`config.mk`:
```
export PLATFORM = sky130hd
export DESIGN_NAME = packed_palette_index_unpacker
export DESIGN_NICKNAME = d
export VERILOG_FILES = /design/src/design/ppiu_pkg.sv /design/src/design/ppiu_front.sv /design/src/design/ppiu_queue.sv /design/src/design/ppiu_back.sv /design/src/design/packed_palette_index_unpacker.sv
export SDC_FILE = /design/constraint.sdc
export NUM_CORES = 1
export LEC_CHECK = 0
export ABC_CLOCK_PERIOD_IN_PS = 3550
export BUFFER_PORTS_ARGS = -buffer_cell sky130_fd_sc_hd__clkbuf_2
export CORE_UTILIZATION = 40
export CTS_BUF_LIST = sky130_fd_sc_hd__clkbuf_8
export CTS_CLUSTER_DIAMETER = 100
export DETAILED_ROUTE_END_ITERATION = 7
export SYNTH_ARGS = -nofsm -noshare
export SYNTH_HDL_FRONTEND = slang
export SYNTH_HIERARCHICAL = 1
export SYNTH_SLANG_ARGS = --single-unit
```
`constraint.sdc`:
```
create_clock -name clk -period 3.55 [get_ports clk]
set_input_delay 0.71 -clock clk [delete_from_list [all_inputs] [get_ports clk]]
set_output_delay 0.71 -clock clk [all_outputs]
set_load 0.005 [all_outputs]
```
`src/design/ppiu_pkg.sv`:
```
// ----------------------------------------------------------------------------
// ppiu_pkg
// Shared types, constants and the slots-per-word table of the palette index
// unpacker.
// ----------------------------------------------------------------------------
package ppiu_pkg;

  localparam int BLOCKS_PER_STORAGE_DEF = 4096;
  localparam int QUEUE_DEPTH            = 2;

  localparam int WORD_W   = 32;
  localparam int WIDTH_W  = 5;
  localparam int SLOT_W   = 6;
  localparam int INDEX_W  = 16;
  localparam int HEIGHT_W = 8;
  localparam int CFG_IDX_W = 8;

  localparam logic [WIDTH_W-1:0] MIN_WIDTH = 5'd1;
  localparam logic [WIDTH_W-1:0] MAX_WIDTH = 5'd16;

  // Configuration register indexes.
  localparam logic [CFG_IDX_W-1:0] REG_BITS_PER_BLOCK   = 8'd0;
  localparam logic [CFG_IDX_W-1:0] REG_SUB_CHUNK_HEIGHT = 8'd1;

  typedef struct packed {
    logic [WORD_W-1:0]  word;
    logic [WIDTH_W-1:0] width;
    logic [SLOT_W-1:0]  per_word;
  } queue_entry_t;

  typedef struct packed {
    logic full;
    logic empty;
  } queue_status_t;

  typedef struct packed {
    logic [INDEX_W-1:0]  palette_index;
    logic [3:0]          block_x;
    logic signed [11:0]  block_y;
    logic [3:0]          block_z;
    logic                last_of_word;
    logic                last_of_storage;
  } result_t;

  // Number of whole indices in one 32-bit word for a clamped width.
  function automatic logic [SLOT_W-1:0] per_word_of(input logic [WIDTH_W-1:0] w);
    logic [SLOT_W-1:0] n;
    case (w)
      5'd1:    n = 6'd32;
      5'd2:    n = 6'd16;
      5'd3:    n = 6'd10;
      5'd4:    n = 6'd8;
      5'd5:    n = 6'd6;
      5'd6:    n = 6'd5;
      5'd7:    n = 6'd4;
      5'd8:    n = 6'd4;
      5'd9:    n = 6'd3;
      5'd10:   n = 6'd3;
      default: n = 6'd2;
    endcase
    return n;
  endfunction

endpackage

```
`src/design/ppiu_front.sv`:
```
// ----------------------------------------------------------------------------
// ppiu_front
// Accepts storage words and tags each with its clamped index width and the
// number of slots it holds before queueing it.
// ----------------------------------------------------------------------------
module ppiu_front (
  input  logic                            s_tvalid,
  output logic                            s_tready,
  input  logic [ppiu_pkg::WORD_W-1:0]     s_tdata,
  input  logic [ppiu_pkg::WIDTH_W-1:0]    bits_per_block,
  input  ppiu_pkg::queue_status_t         q_status,
  output logic                            push,
  output ppiu_pkg::queue_entry_t          push_entry
);
  import ppiu_pkg::*;

  logic [WIDTH_W-1:0] width;

  always_comb begin
    if (bits_per_block == '0) begin
      width = MIN_WIDTH;
    end else if (bits_per_block > MAX_WIDTH) begin
      width = MAX_WIDTH;
    end else begin
      width = bits_per_block;
    end
  end

  assign s_tready            = !q_status.full;
  assign push                = s_tvalid && !q_status.full;
  assign push_entry.word     = s_tdata;
  assign push_entry.width    = width;
  assign push_entry.per_word = per_word_of(width);

endmodule

```
`src/design/ppiu_queue.sv`:
```
// ----------------------------------------------------------------------------
// ppiu_queue
// Short first-in first-out queue between the front and the back.
// ----------------------------------------------------------------------------
module ppiu_queue (
  input  logic                    clk,
  input  logic                    rst,
  input  logic                    push,
  input  ppiu_pkg::queue_entry_t  push_entry,
  input  logic                    pop,
  output ppiu_pkg::queue_entry_t  pop_entry,
  output ppiu_pkg::queue_status_t q_status
);
  import ppiu_pkg::*;

  localparam int PTR_W = (QUEUE_DEPTH > 1) ? $clog2(QUEUE_DEPTH) : 1;
  localparam int CNT_W = $clog2(QUEUE_DEPTH + 1);
  localparam logic [PTR_W-1:0] LAST_PTR = PTR_W'(QUEUE_DEPTH - 1);
  localparam logic [CNT_W-1:0] FULL_CNT = CNT_W'(QUEUE_DEPTH);

  queue_entry_t      entries [QUEUE_DEPTH];
  logic [PTR_W-1:0]  wr_ptr;
  logic [PTR_W-1:0]  rd_ptr;
  logic [CNT_W-1:0]  count;

  always_ff @(posedge clk) begin
    if (push) begin
      entries[wr_ptr] <= push_entry;
    end
  end

  always_ff @(posedge clk) begin
    if (rst) begin
      wr_ptr <= '0;
      rd_ptr <= '0;
      count  <= '0;
    end else begin
      if (push) begin
        wr_ptr <= (wr_ptr == LAST_PTR) ? '0 : wr_ptr + 1'b1;
      end
      if (pop) begin
        rd_ptr <= (rd_ptr == LAST_PTR) ? '0 : rd_ptr + 1'b1;
      end
      case ({push, pop})
        2'b10:   count <= count + 1'b1;
        2'b01:   count <= count - 1'b1;
        default: count <= count;
      endcase
    end
  end

  assign pop_entry      = entries[rd_ptr];
  assign q_status.full  = (count == FULL_CNT);
  assign q_status.empty = (count == '0);

endmodule

```
`src/design/ppiu_back.sv`:
```
// ----------------------------------------------------------------------------
// ppiu_back
// Unpacks one queued word, one index per unstalled cycle, stamps each index
// with the block coordinates and drives the registered result channel.
// ----------------------------------------------------------------------------
module ppiu_back #(
  parameter int BLOCKS_PER_STORAGE = ppiu_pkg::BLOCKS_PER_STORAGE_DEF
) (
  input  logic                              clk,
  input  logic                              rst,
  input  ppiu_pkg::queue_entry_t            pop_entry,
  input  ppiu_pkg::queue_status_t           q_status,
  output logic                              pop,
  input  logic signed [ppiu_pkg::HEIGHT_W-1:0] sub_chunk_height,
  output logic                              m_tvalid,
  input  logic                              m_tready,
  output ppiu_pkg::result_t                 m_result
);
  import ppiu_pkg::*;

  localparam int POS_W = $clog2(BLOCKS_PER_STORAGE);
  localparam logic [POS_W-1:0] POS_END = POS_W'(BLOCKS_PER_STORAGE - 1);

  logic               active;
  logic [WORD_W-1:0]  word;
  logic [WIDTH_W-1:0] width;
  logic [SLOT_W-1:0]  remain;
  logic [POS_W-1:0]   pos;
  logic               out_valid;
  result_t            out_reg;

  logic               out_load;
  logic               pos_end;
  logic               last_w;
  logic [INDEX_W-1:0] mask;

  assign out_load = active && (!out_valid || m_tready);
  assign pos_end  = (pos == POS_END);
  assign last_w   = pos_end || (remain == SLOT_W'(1));
  assign mask     = ~({INDEX_W{1'b1}} << width);
  assign pop      = !q_status.empty && (!active || (out_load && last_w));

  always_ff @(posedge clk) begin
    if (rst) begin
      active    <= 1'b0;
      pos       <= '0;
      out_valid <= 1'b0;
    end else begin
      if (pop) begin
        active <= 1'b1;
      end else if (out_load && last_w) begin
        active <= 1'b0;
      end
      if (out_load) begin
        pos <= pos_end ? '0 : pos + 1'b1;
      end
      if (out_load) begin
        out_valid <= 1'b1;
      end else if (m_tready) begin
        out_valid <= 1'b0;
      end
    end
  end

  always_ff @(posedge clk) begin
    if (pop) begin
      word   <= pop_entry.word;
      width  <= pop_entry.width;
      remain <= pop_entry.per_word;
    end else if (out_load) begin
      word   <= word >> width;
      remain <= remain - 1'b1;
    end
  end

  // The height term is a multiple of sixteen, so world y is the height
  // register placed above the local y nibble.
  always_ff @(posedge clk) begin
    if (out_load) begin
      out_reg.palette_index   <= word[INDEX_W-1:0] & mask;
      out_reg.block_x         <= pos[11:8];
      out_reg.block_z         <= pos[7:4];
      out_reg.block_y         <= {sub_chunk_height, pos[3:0]};
      out_reg.last_of_word    <= last_w;
      out_reg.last_of_storage <= pos_end;
    end
  end

  assign m_tvalid = out_valid;
  assign m_result = out_reg;

`ifndef SYNTHESIS
  a_wrap_to_zero : assert property (@(posedge clk) disable iff (rst)
    out_load && pos_end |=> pos == '0)
    else $error("position did not wrap after the final block");

  a_slots_left : assert property (@(posedge clk) disable iff (rst)
    active |-> remain != '0)
    else $error("active word with no slots left");

  a_stay_active : assert property (@(posedge clk) disable iff (rst)
    out_load && !last_w |=> active)
    else $error("word dropped before its last slot");

  a_word_end_flag : assert property (@(posedge clk) disable iff (rst)
    out_load && !last_w |=> !(out_valid && out_reg.last_of_word))
    else $error("end of word flagged on an inner slot");
`endif

endmodule

```
`src/design/packed_palette_index_unpacker.sv`:
```
// ----------------------------------------------------------------------------
// packed_palette_index_unpacker
// Unpacks bit-packed palette indices from 32-bit storage words and tags each
// with its x, z and world y position.
// ----------------------------------------------------------------------------
//  channel  direction  handshake              payload
//  s_*      in         s_tvalid / s_tready    packed word
//  m_*      out        m_tvalid / m_tready    index, x, y, z, tlast, tuser
//  cfg_*    in         cfg_valid / cfg_ready  register index, write data
//
// A word yields one result per unstalled cycle, 32 / width of them (2 to 32),
// fewer at the end of the storage; the front sets it from the package table.
// A two-entry queue takes new words while the back is still unpacking, and
// the output register keeps results moving under downstream stalls.
// Reset clears the position counter, the queue and the output valid; the
// configuration returns to a width of four and a height of zero.
// ----------------------------------------------------------------------------
module packed_palette_index_unpacker #(
  parameter int BLOCKS_PER_STORAGE = ppiu_pkg::BLOCKS_PER_STORAGE_DEF
) (
  input  logic                               clk,
  input  logic                               rst,
  input  logic                               s_tvalid,
  output logic                               s_tready,
  input  logic [31:0]                        s_tdata,   // packed_word
  output logic                               m_tvalid,
  input  logic                               m_tready,
  // palette_index[15:0], block_x[19:16], block_y[31:20], block_z[35:32], zeros
  output logic [39:0]                        m_tdata,
  output logic                               m_tlast,   // last_of_word
  output logic                               m_tuser,   // last_of_storage
  input  logic                               cfg_valid,
  output logic                               cfg_ready,
  input  logic [ppiu_pkg::CFG_IDX_W-1:0]     cfg_index,
  input  logic [7:0]                         cfg_data
);
  import ppiu_pkg::*;

  logic [WIDTH_W-1:0]         bits_per_block;
  logic signed [HEIGHT_W-1:0] sub_chunk_height;
  logic                       push;
  logic                       pop;
  queue_entry_t               push_entry;
  queue_entry_t               pop_entry;
  queue_status_t              q_status;
  result_t                    result;

  assign cfg_ready = 1'b1;

  always_ff @(posedge clk) begin
    if (rst) begin
      bits_per_block   <= 5'd4;
      sub_chunk_height <= '0;
    end else if (cfg_valid) begin
      case (cfg_index)
        REG_BITS_PER_BLOCK:   bits_per_block   <= cfg_data[WIDTH_W-1:0];
        REG_SUB_CHUNK_HEIGHT: sub_chunk_height <= cfg_data;
        default: ;
      endcase
    end
  end

  ppiu_front u_front (
    .s_tvalid       (s_tvalid),
    .s_tready       (s_tready),
    .s_tdata        (s_tdata),
    .bits_per_block (bits_per_block),
    .q_status       (q_status),
    .push           (push),
    .push_entry     (push_entry)
  );

  ppiu_queue u_queue (
    .clk        (clk),
    .rst        (rst),
    .push       (push),
    .push_entry (push_entry),
    .pop        (pop),
    .pop_entry  (pop_entry),
    .q_status   (q_status)
  );

  ppiu_back #(
    .BLOCKS_PER_STORAGE (BLOCKS_PER_STORAGE)
  ) u_back (
    .clk              (clk),
    .rst              (rst),
    .pop_entry        (pop_entry),
    .q_status         (q_status),
    .pop              (pop),
    .sub_chunk_height (sub_chunk_height),
    .m_tvalid         (m_tvalid),
    .m_tready         (m_tready),
    .m_result         (result)
  );

  assign m_tdata = {4'b0000, result.block_z, result.block_y, result.block_x,
                    result.palette_index};
  assign m_tlast = result.last_of_word;
  assign m_tuser = result.last_of_storage;

endmodule

```
# Yosys cells after proc, flatten, opt, wreduce, memory -nomap -nowiden
# Memories as Yosys holds them, arrays and structs flattened. A register that Yosys moved wholly into a read port is not among the register bits.
# Index checks and enable logic that the tools add are counted.
word_totals:
  ramBits: 86
  mem_bits_ro: 96
  mem_count: 2
  input_bits: 53
  output_inout_bits: 45
  wordCells: 75
  reg_bits: 112
mem_list:
  columns: ["memory", "words", "word_bits", "read_ports", "rd_clocked_by_memory_dff", "wr", "line", "text"]
  rows:
  - ["(name not given)", 16, 6, 1, 0, 0, "ppiu_pkg.sv:48", "case (w)"]
  - ["u_queue.entries", 2, 43, 1, 1, 1, "ppiu_queue.sv:21", "queue_entry_t entries [QUEUE_DEPTH];"]
op_classes:
  bitwise_logic: 2
  shifts: 2
  reduce_logical: 20
  add_sub_neg: 6
  magnitude_cmp: 1
  mux: 19
  eq_ne: 6
ops:
  columns: ["op", "count"]
  rows:
  - ["32-bit 2-to-1 mux", 2]
  - ["32-bit by 5-bit >> shifter with 32-bit output", 1]
  - ["6-bit 2-to-1 mux", 3]
  - ["16-bit bitwise AND", 1]
  - ["16-bit NOT", 1]
  - ["16-bit by 5-bit left shift with 16-bit output (first input constant)", 1]
  - ["12-bit by 1-bit adder with 12-bit output (second input constant)", 1]
  - ["12-bit == test (second input constant)", 1]
  - ["12-bit 2-to-1 mux", 1]
  - ["1-bit 2-to-1 mux", 10]
  - ["5-bit 2-to-1 mux", 2]
  - ["8-bit by 1-bit == test with 1-bit output (second input constant)", 1]
  - ["8-bit zero test", 1]
  - ["2-bit nonzero test", 4]
  - ["6-bit by 1-bit == test with 1-bit output (second input constant)", 1]
  - ["6-bit by 1-bit subtractor with 6-bit output (second input constant)", 1]
  - ["5-bit > comparator (second input constant)", 1]
  - ["5-bit zero test", 1]
  - ["2-bit == test (second input constant)", 2]
  - ["1-bit logical AND", 4]
  - ["1-bit zero test", 4]
  - ["2-bit case mux with 2 select lines", 1]
  - ["2-bit AND reduction", 2]
  - ["1-bit logical OR", 3]
  - ["other kinds (5)", 6]

# Longest topological paths before layout
# Gate-level depths: netlist of run 1.
logic_depth:
  word_depth: 8
  ltp_mapped: 11
  mapped_depth_nobuf: 9

# Hierarchy
# Netlist of run 1, hierarchy kept.
by_module_without_submodules:
  columns: ["module", "area_each_um2", "instances", "cells_per_inst", "seq_area_each_um2"]
  rows:
  - ["ppiu_back", 5641.7, 1, 506, 2712.6]
  - ["ppiu_queue", 3296.9, 1, 156, 2682.6]
  - ["packed_palette_index_unpacker", 634.4, 1, 63, 260.2]
  - ["ppiu_front", 430.4, 1, 62, 0.0]

# Worst setup path before layout of run 1
# OpenSTA, ideal clock, no wires.
synth_timing:
  kind: "input port to flip-flop"
  start: "input port s_tvalid"
  end: "memory u_queue/entries[0][0] (netlist name) (enable)"
  arrival_ns: 2.797
  setup_time_ns: 0.443
  cell_stages: 3
  t_required_ns: 3.107
  path_buffers: 0
  setup_slack_ns: 0.310
  path_cell_list: "nor2b_1 -> inv_1 -> nor2_1"
synth_via:
  elab_chain_cells: 3
synth_rtl:
  columns: ["item", "line", "text"]
  rows:
  - ["from (decl)", "packed_palette_index_unpacker.sv:23", "input logic s_tvalid,"]
  - ["1-bit logical AND", "ppiu_front.sv:30", "assign push = s_tvalid && !q_status.full;"]
  - ["1-bit 2-to-1 mux", "ppiu_queue.sv:27", "if (push) begin"]
  - ["1-bit 2-to-1 mux (not written as such)", "ppiu_queue.sv:28", "entries[wr_ptr] <= push_entry;"]
  - ["to (decl)", "ppiu_queue.sv:21", null]
# No other way between the ends.

# Worst setup path after layout of run 1
layout_timing:
  start: "register u_back.width[0]"
  end: "register u_back.word[1], data pin"
layout_via:
  elab_chain_cells: 3
layout_rtl:
  columns: ["item", "line", "text"]
  rows:
  - ["from (decl)", "ppiu_back.sv:26", "logic [WIDTH_W-1:0] width;"]
  - ["from (signal assigned)", "ppiu_back.sv:68", "width <= pop_entry.width;"]
  - ["32-bit by 5-bit >> shifter with 32-bit output", "ppiu_back.sv:71", "word <= word >> width;"]
  - ["32-bit 2-to-1 mux", "ppiu_back.sv:70", "end else if (out_load) begin"]
  - ["32-bit 2-to-1 mux", "ppiu_back.sv:66", "if (pop) begin"]
  - ["to (signal assigned)", "ppiu_back.sv:67", "word <= pop_entry.word;"]
  - ["to (signal assigned)", "ppiu_back.sv:71", null]
  - ["to (decl)", "ppiu_back.sv:25", "logic [WORD_W-1:0] word;"]
# No other way between the ends. The select of a mux whose other input is x is not followed.
# A chain may end at the register's enable or synchronous reset.

==> results by group, run 1 <==
Placement
  • PortBufs: 92
  • Setup WS pre-CTS: 670 ps
  • Final HPWL DP: 15,100 µm
  • Dpl cells: 1,146
  • Routability congestion estimate: 0.932
  • Cell Area, Placed: 10,500 µm²

Setup path
  • Crit path from: u_back/width[0]
  • Origin of the critical flop-to-flop path: u_back/width[0]
  • Critical Path AT: 3140 ps
  • Worst Path Max Fanout: 24
  • Critical Path End Type: register
  • WS Path Type: register to register
  • CP startpoint kind: register
  • Crit path cell chain: buf_4 > mux4_2 > mux2i_1 > mux2i_1 > o22ai_1 > a21oi_1
  • Crit-path max cell delay: 1050 ps
  • Worst path slowest cell: edfxtp_1
  • Most used cell, CP: mux2i_1
  • Critical Path RT: 3770 ps

Synthesis
  • Post-synth top flop: edfxtp_1
  • Synth warn: 6
  • Most frequent cells after synthesis: 167 x edfxtp_1, 59 x mux2_2, 55 x nand2_1, 52 x nor2_1
  • Post-synth ARST share: 0%
  • Syn Std Cell Area: 10,000 µm²
  • Top-count cell post-synth: edfxtp_1
  • Area contributors post-synth: edfxtp_1 50%, mux2_2 6.6%, dfxtp_1 6.4%, mux2i_1 4.0%, mux4_2 3.6%
  • FF+latch count, synth: 199
  • Distinct cell type count after synthesis: 77
  • Mapped Cells: 787
  • Yosys top cell area share: 50.1%
  • Number of enable flip-flop cells after synthesis: 167
  • Cell taking the most area after synthesis: edfxtp_1
  • Register area share after synthesis: 56.5%
  • Mean Syn Cell Area: 12.7 µm²

Die
  • Row count: 57
  • Core box area: 24,400 µm²
  • Die area: 25,600 µm²
  • I/O pins: 98
  • Starting Density: 41.0%
  • Chip Width: 160 µm
  • Die Y: 160 µm

Drt
  • First drt pass iteration count: 5
  • DRC viols: 0
  • Drt wl/cell: 18.1 µm
  • Final WL: 21,300 µm
  • DR iter-0 viols: 395
  • Via count: 6,343
  • Post-route antenna net violation count: 0
  • DR vias/cell: 5.39

Timing
  • Min Hold Slack: 427 ps
  • Clk_skew: 21.0 ps
  • RSZ-0062 raised after global routing: false
  • Slew Limit Fails: 0
  • Final Cycle Share: 82.3%
  • Final setup viols: 0
  • Final hold violation count: 0
  • Slew margin rel.: 29.9%
  • Fmax achieved: 0.342 GHz
  • Setup ws final: 630 ps
  • Worst-margin pin slew: 1050 ps
  • Sum Neg Setup Slack: 0 ps
  • Period minus WS final: 2920 ps

Pwr
  • Int Power: 5.52 mW
  • Pwr dens: 812 nW/µm²
  • Sw Pwr: 3.36 mW
  • Final Power: 8.88 mW
  • Clock Power Share: 16.7%
  • Leak: 3.96 nW
  • Reg power frac: 43.8%
  • Sw Share: 37.8%
  • Peak VDD IR: 0.300 mV
  • Comb pwr share: 39.5%

GRT
  • GRT Total Usage: 17.1%
  • Number of global-route vias before repair: 6,024
  • Antenna violations before repair: 0
  • Largest net degree at the start of global routing: 44
  • GR Overflow Total: 0
  • First-pass GRT wire length: 33,900 µm

Layout
  • Final Cell Area: 10,900 µm²
  • Layout Cells excl Fill: 1,177
  • N_diodes: 0
  • Ratio of cells with drive above 1 in the final layout: 28.7%
  • Area growth from synthesis to layout: 9.29%
  • Final core occ: 44.8%
  • Final net count: 899

Clock network
  • Post-CTS sizing: 0
  • CTS Hold Bufs: 0
  • Clock transition at path regs: 110 ps
  • CTS Buf Count: 17
  • CTS tree: done
  • CTS Root Cell: clkbuf_8
  • Clk buf depth: 2
  • H-tree depth: 4
  • Sink Count: 199
  • Clock latency at the later pin of the worst-skew pair: 470 ps
  • Setup Buffers After CTS: 0

Hold path
  • Hold_sp: s_tdata[4]
  • Worst hold path type: input port to register

Run
  • # Max-Cap Violations: 0

Outcome
  • Status: finished, final reports clean
flip-flops by register name, indices dropped and copies added (netlist names), 2 cells and up, named ones only:
signal            cells
u_back/m_result      38
u_queue/entries      86
bits_per_block        5
sub_chunk_height      8
u_back/word          32
u_back/pos           12
u_queue/count         2
u_back/remain         6
u_back/width          5
final timing paths:
path                                          endpoint  depth (start not counted)  slack, ps
worst min-delay path            u_queue/entries[1][15]                          1        430
worst min register to register     u_back/m_result[12]                          0        430
worst max register to register          u_back/word[1]                          6        630
worst max-delay path                    u_back/word[1]                          6        630
power groups by stage:
stage	clock network, mW	registers [mW]	logic [mW]
finish	1.48	3.89	3.51
global route	1.62	3.95	3.85
CTS	1.54	3.87	3.51
detailed placement	0	3.92	3.49
global placement	0	3.91	3.49
floorplan	0	3.69	2.67
placed cells by master (no fill, tap or decap), drive strengths merged, types with 6 or more instances in the layout:
master | netlist | routed
nor3 | 13 | 13
xnor2 | 8 | 8
nor2b | 14 | 14
nand2 | 55 | 55
xor2 | 7 | 7
mux4 | 17 | 17
buf | 70 | 22
nand3 | 11 | 11
edfxtp | 167 | 167
a22oi | 13 | 13
clkinv | 1 | 6
a21boi | 9 | 9
nor2 | 54 | 54
a21oi | 36 | 36
inv | 13 | 21
mux2i | 40 | 40
a22o | 11 | 11
dfxtp | 32 | 32
o31ai | 9 | 9
and2 | 10 | 10
clkbuf | 12 | 109
mux2 | 61 | 61
o21ai | 23 | 23
nand2b | 26 | 26
worst max-delay path, delay by kind of cell (launching register included):
| kind | cells | cell delay (ps) |
|---|---|---|
| DFF | 1 | 1050 |
| AOI/OAI and AO/OA | 2 | 310 |
| buffers and inverters | 1 | 370 |
| muxes | 3 | 950 |
kinds of logic after synthesis:
group | synth area share (%)
xor+xnor | 1.31
buf+inv | 5.98
fa+ha+maj | 0.625
simple gates | 10.8
mux | 14.8
compound gates | 9.84
flops | 56.5
other cells | 0.0751
metal layers:
| metal | track usage, % | share of wire [%] | vias to the layer above |
|---|---|---|---|
| met1 | 23.6 | 46 | 3042 |
| met4 | 5.80 | 2.1 | 0 |
| met3 | 5.40 | 8.1 | 31 |
| met2 | 25.4 | 44 | 262 |
| met5 | 0 | 0 | - |
| li1 | - | - | 3008 |
layout make-up:
type,count,area (µm²)
Inverter,14,52.6
Clock buffer,17,234
Multi-Input combinational cell,495,3770
Fill cell,2263,13500
Tap cell,324,405
Sequential cell,199,5660
Clock inverter,14,176
Timing Repair Buffer,114,638
No activity file was read; power rests on OpenSTA's default activity.
==> inputs of run 2 (changes only) <==
--- a/config.mk
+++ b/config.mk
@@ -5,7 +5,8 @@
 export SDC_FILE = /design/constraint.sdc
 export NUM_CORES = 1
 export LEC_CHECK = 0
-export ABC_CLOCK_PERIOD_IN_PS = 3550
+export ABC_AREA = 1
+export ABC_CLOCK_PERIOD_IN_PS = 2700
 export BUFFER_PORTS_ARGS = -buffer_cell sky130_fd_sc_hd__clkbuf_2
 export CORE_UTILIZATION = 40
 export CTS_BUF_LIST = sky130_fd_sc_hd__clkbuf_8
==> constraint.sdc (replaced) <==
create_clock -name clk -period 2.7 [get_ports clk]
set_input_delay 0.54 -clock clk [delete_from_list [all_inputs] [get_ports clk]]
set_output_delay 0.54 -clock clk [all_outputs]
set_load 0.005 [all_outputs]
==> run 2 against run 1 <==
Sequential share of layout area fell by 0.76 points; first-iteration DRC count rose by 21%; register-to-register slack got worse by 180 ps; synthesized cell count rose by 36%; hold slack got worse by 180 ps; via count rose by 12%; fmax rose by 30%; critical endpoint is now u_queue/count[1]; clock power rose by 31%; critical path type unchanged; global-route usage fell by 0.70 points.
==> results by group, run 2 <==
Drt
  • DRC viols: 0 (unchanged)
  • Final WL: 20,500 µm (-3.6%)
  • Post-route antenna net violation count: 0 (unchanged)
  • Via count: 7,122 (+12%)
  • DR iter-0 viols: 479 (+21%)
  • Drt wl/cell: 14.0 µm (-22%)
  • DR vias/cell: 4.87 (-9.7%)
  • First drt pass iteration count: 5 (unchanged)

Placement
  • Final HPWL DP: 14,900 µm (-1.3%)
  • Routability congestion estimate: 0.917 (-1.7%)
  • PortBufs: 92 (unchanged)

Clock network
  • Clock latency at the later pin of the worst-skew pair: 480 ps (about the same)
  • Sink Count: 199 (unchanged)
  • Post-CTS sizing: 0 (unchanged)
  • CTS Buf Count: 17 (unchanged)
  • CTS Root Cell: clkbuf_8
  • CTS Hold Bufs: 0 (unchanged)
  • Clk buf depth: 2 (unchanged)
  • Setup Buffers After CTS: 0 (unchanged)
  • H-tree depth: 4 (unchanged)
  • Clock transition at path regs: 120 ps (about the same)
  • CTS tree: done

Layout
  • Most common cell after layout, fill and taps aside: nand2_1
  • Max FFs per register: 86 (unchanged)
  • Ratio of cells with drive above 1 in the final layout: 19.3% (-9.4 points)
  • Commonest cells after routing, fill and taps aside: 337 x nand2_1, 167 x edfxtp_1, 163 x nand3_1
  • N_diodes: 0 (unchanged)
  • Reg with most FFs: u_queue/entries
  • Final net count: 1,184 (+32%)
  • Area growth from synthesis to layout: 9.59%

Die
  • Starting Density: 41.1% (+0.14 points)
  • I/O pins: 98 (unchanged)
  • Chip Width: 161 µm (+0.60%)
  • Row count: 57 (unchanged)
  • Die area: 26,000 µm² (+1.2%)
  • Die Y: 161 µm (+0.60%)
  • Core box area: 24,600 µm² (+0.88%)

Synthesis
  • Distinct cell type count after synthesis: 37 (-52%)
  • Synth warn: 6 (unchanged)
  • Most frequent cells after synthesis: 338 x nand2_1, 167 x edfxtp_1, 163 x nand3_1, 75 x inv_1, 71 x nor2_1
  • Mean Syn Cell Area: 9.48 µm² (-25%)
  • Yosys top cell area share: 49.5% (-0.60 points)
  • Cell taking the most area after synthesis: edfxtp_1
  • Top-count cell post-synth: nand2_1
  • FF+latch count, synth: 199 (unchanged)
  • Number of enable flip-flop cells after synthesis: 167 (unchanged)
  • Syn Std Cell Area: 10,100 µm² (+1.2%)
  • Area contributors post-synth: edfxtp_1 50%, nand2_1 13%, nand3_1 8.1%, dfxtp_1 6.3%, mux2_4 5.9%
  • Register area share after synthesis: 55.9% (-0.68 points)
  • Post-synth top flop: edfxtp_1
  • Mapped Cells: 1,068 (+36%)
  • Post-synth ARST share: 0% (unchanged)

Timing
  • Final hold violation count: 0 (unchanged)
  • Clk_skew: 24.0 ps (+2.98 ps)
  • Final Cycle Share: 83.4% (+1.1 points)
  • Final setup viols: 0 (unchanged)
  • Fmax achieved: 0.444 GHz (+30%)
  • Slew margin rel.: 57.2% (+27 points)
  • Min Hold Slack: 242 ps (-184 ps)
  • Worst-margin pin slew: 640 ps (-412 ps)
  • Period minus WS final: 2250 ps (-669 ps)
  • Slew Limit Fails: 0 (unchanged)
  • RSZ-0062 raised after global routing: false
  • Sum Neg Setup Slack: 0 ps (unchanged)

Setup path
  • CP delay by family, top: simple AND/OR/NAND/NOR gates
  • WS Path Type: register to register
  • Flop-to-flop setup slack: 450 ps (-180 ps)
  • Critical Path AT: 2680 ps (-460 ps)
  • CP startpoint kind: register
  • Crit-path max cell delay: 410 ps (-640 ps)
  • Critical Path RT: 3130 ps (-640 ps)
  • Most used cell, CP: nor2_1
  • Worst Path Max Fanout: 29 (+21%)
  • Worst path slowest cell: dfxtp_1
  • Critical Path End Type: register
  • Crit path cell chain: ha_1 > nand2_1 > nor2_1 > nand2_1 > nand2_2 > nand2_2 > nand2_2 > nand2_4 > inv_4 > ha_1 > inv_1 > nand2_1 > nor2_1 > nor2_1 > nor2_1
  • Bufs and invs on worst path: 2 (+1)

GRT
  • GR Overflow Total: 0 (unchanged)
  • Number of global-route vias before repair: 6,655 (+10%)
  • Largest net degree at the start of global routing: 44 (unchanged)
  • First-pass GRT wire length: 33,500 µm (-1.2%)
  • Antenna violations before repair: 0 (unchanged)
  • GRT Total Usage: 16.4% (-0.70 points)

Pwr
  • Peak VDD IR: 0.813 mV (+170%)
  • Pwr dens: 1050 nW/µm² (+30%)
  • Leak: 4.84 nW (+22%)

Hold path
  • Worst hold path type: input port to register

Outcome
  • Status: finished, final reports clean

Run
  • # Max-Cap Violations: 0 (unchanged)
[run 2: cell types whose count changed in the layout (fill, tap and decap cells not counted), sizes merged, moves of 18 or more]
| cell | previous run | this run |
|---|---|---|
| mux2 | 61 | 43 |
| nand3 | 11 | 163 |
| nor2 | 54 | 74 |
| nand2 | 55 | 355 |
| mux2i | 40 | 0 |
| nand2b | 26 | 0 |
| inv | 21 | 88 |
[run 2: routing by layer]
layer / GRT usage, % / share of wire (%) / vias up
met4: 4.80 / 1.0 / 0
met1: 21.8 / 48 / 3319
met2: 26.8 / 47 / 158
li1: - / - / 3634
met5: 0 / 0 / -
met3: 3.60 / 4.6 / 11
[run 2: metrics by stage]
step / power [mW] / util (%) / area, µm² / setup slack, ps / cells
3_5_place_dp: 9.85 / 43.4 / 10700 / 339 / 1431
2_1_floorplan: 8.51 / - / 10100 / 128 / 1071
6_report: 11.7 / 45.1 / 11100 / 449 / 1463
3_3_place_gp: 9.80 / 43.4 / 10700 / 374 / 1431
4_1_cts: 11.8 / 45.1 / 11100 / 439 / 1463
5_1_grt: 12.6 / 45.1 / 11100 / 209 / 1463
[run 2: worst register-to-register path: cells and delay by family, from the launching register on]
family	cells	cell delay, ps
and+or+nand+nor	11	910
adders and majority gates	2	550
DFF	1	410
buffers and inverters	2	330
[run 2: path summary, 6_finish.rpt]
check,start,end,cells after the start
max,u_back/pos[0],u_queue/count[1],15
min,s_tdata[0],u_queue/entries[0][11],1
max reg2reg,u_back/pos[0],u_queue/count[1],15
min reg2reg,sub_chunk_height[3],u_back/m_result[13],0
[run 2: power breakdown]
part	switching [mW]	total [mW]	internal (mW)
clock network	1.21	1.94	0.728
registers	0.433	4.90	4.46
logic	3.15	4.86	1.72
total	4.79	11.7	6.91
[run 2: cell type report]
class / instances / area (µm²)
Inverter: 81 / 308
Fill cell: 2421 / 13500
Multi-Input combinational cell: 709 / 3600
Timing Repair Buffer: 118 / 706
Clock inverter: 15 / 189
Clock buffer: 17 / 234
Tap cell: 324 / 405
Sequential cell: 199 / 5660
[run 2: cell families after synthesis]
group / share of synthesized area [%]
AOI/OAI and AO/OA: 2.34
xor gates and xnor gates: 0.779
adders and majority gates: 0.618
buffers and inverters: 8.82
DFF: 55.9
muxes: 6.27
other: 0.0742
and+or+nand+nor: 25.2
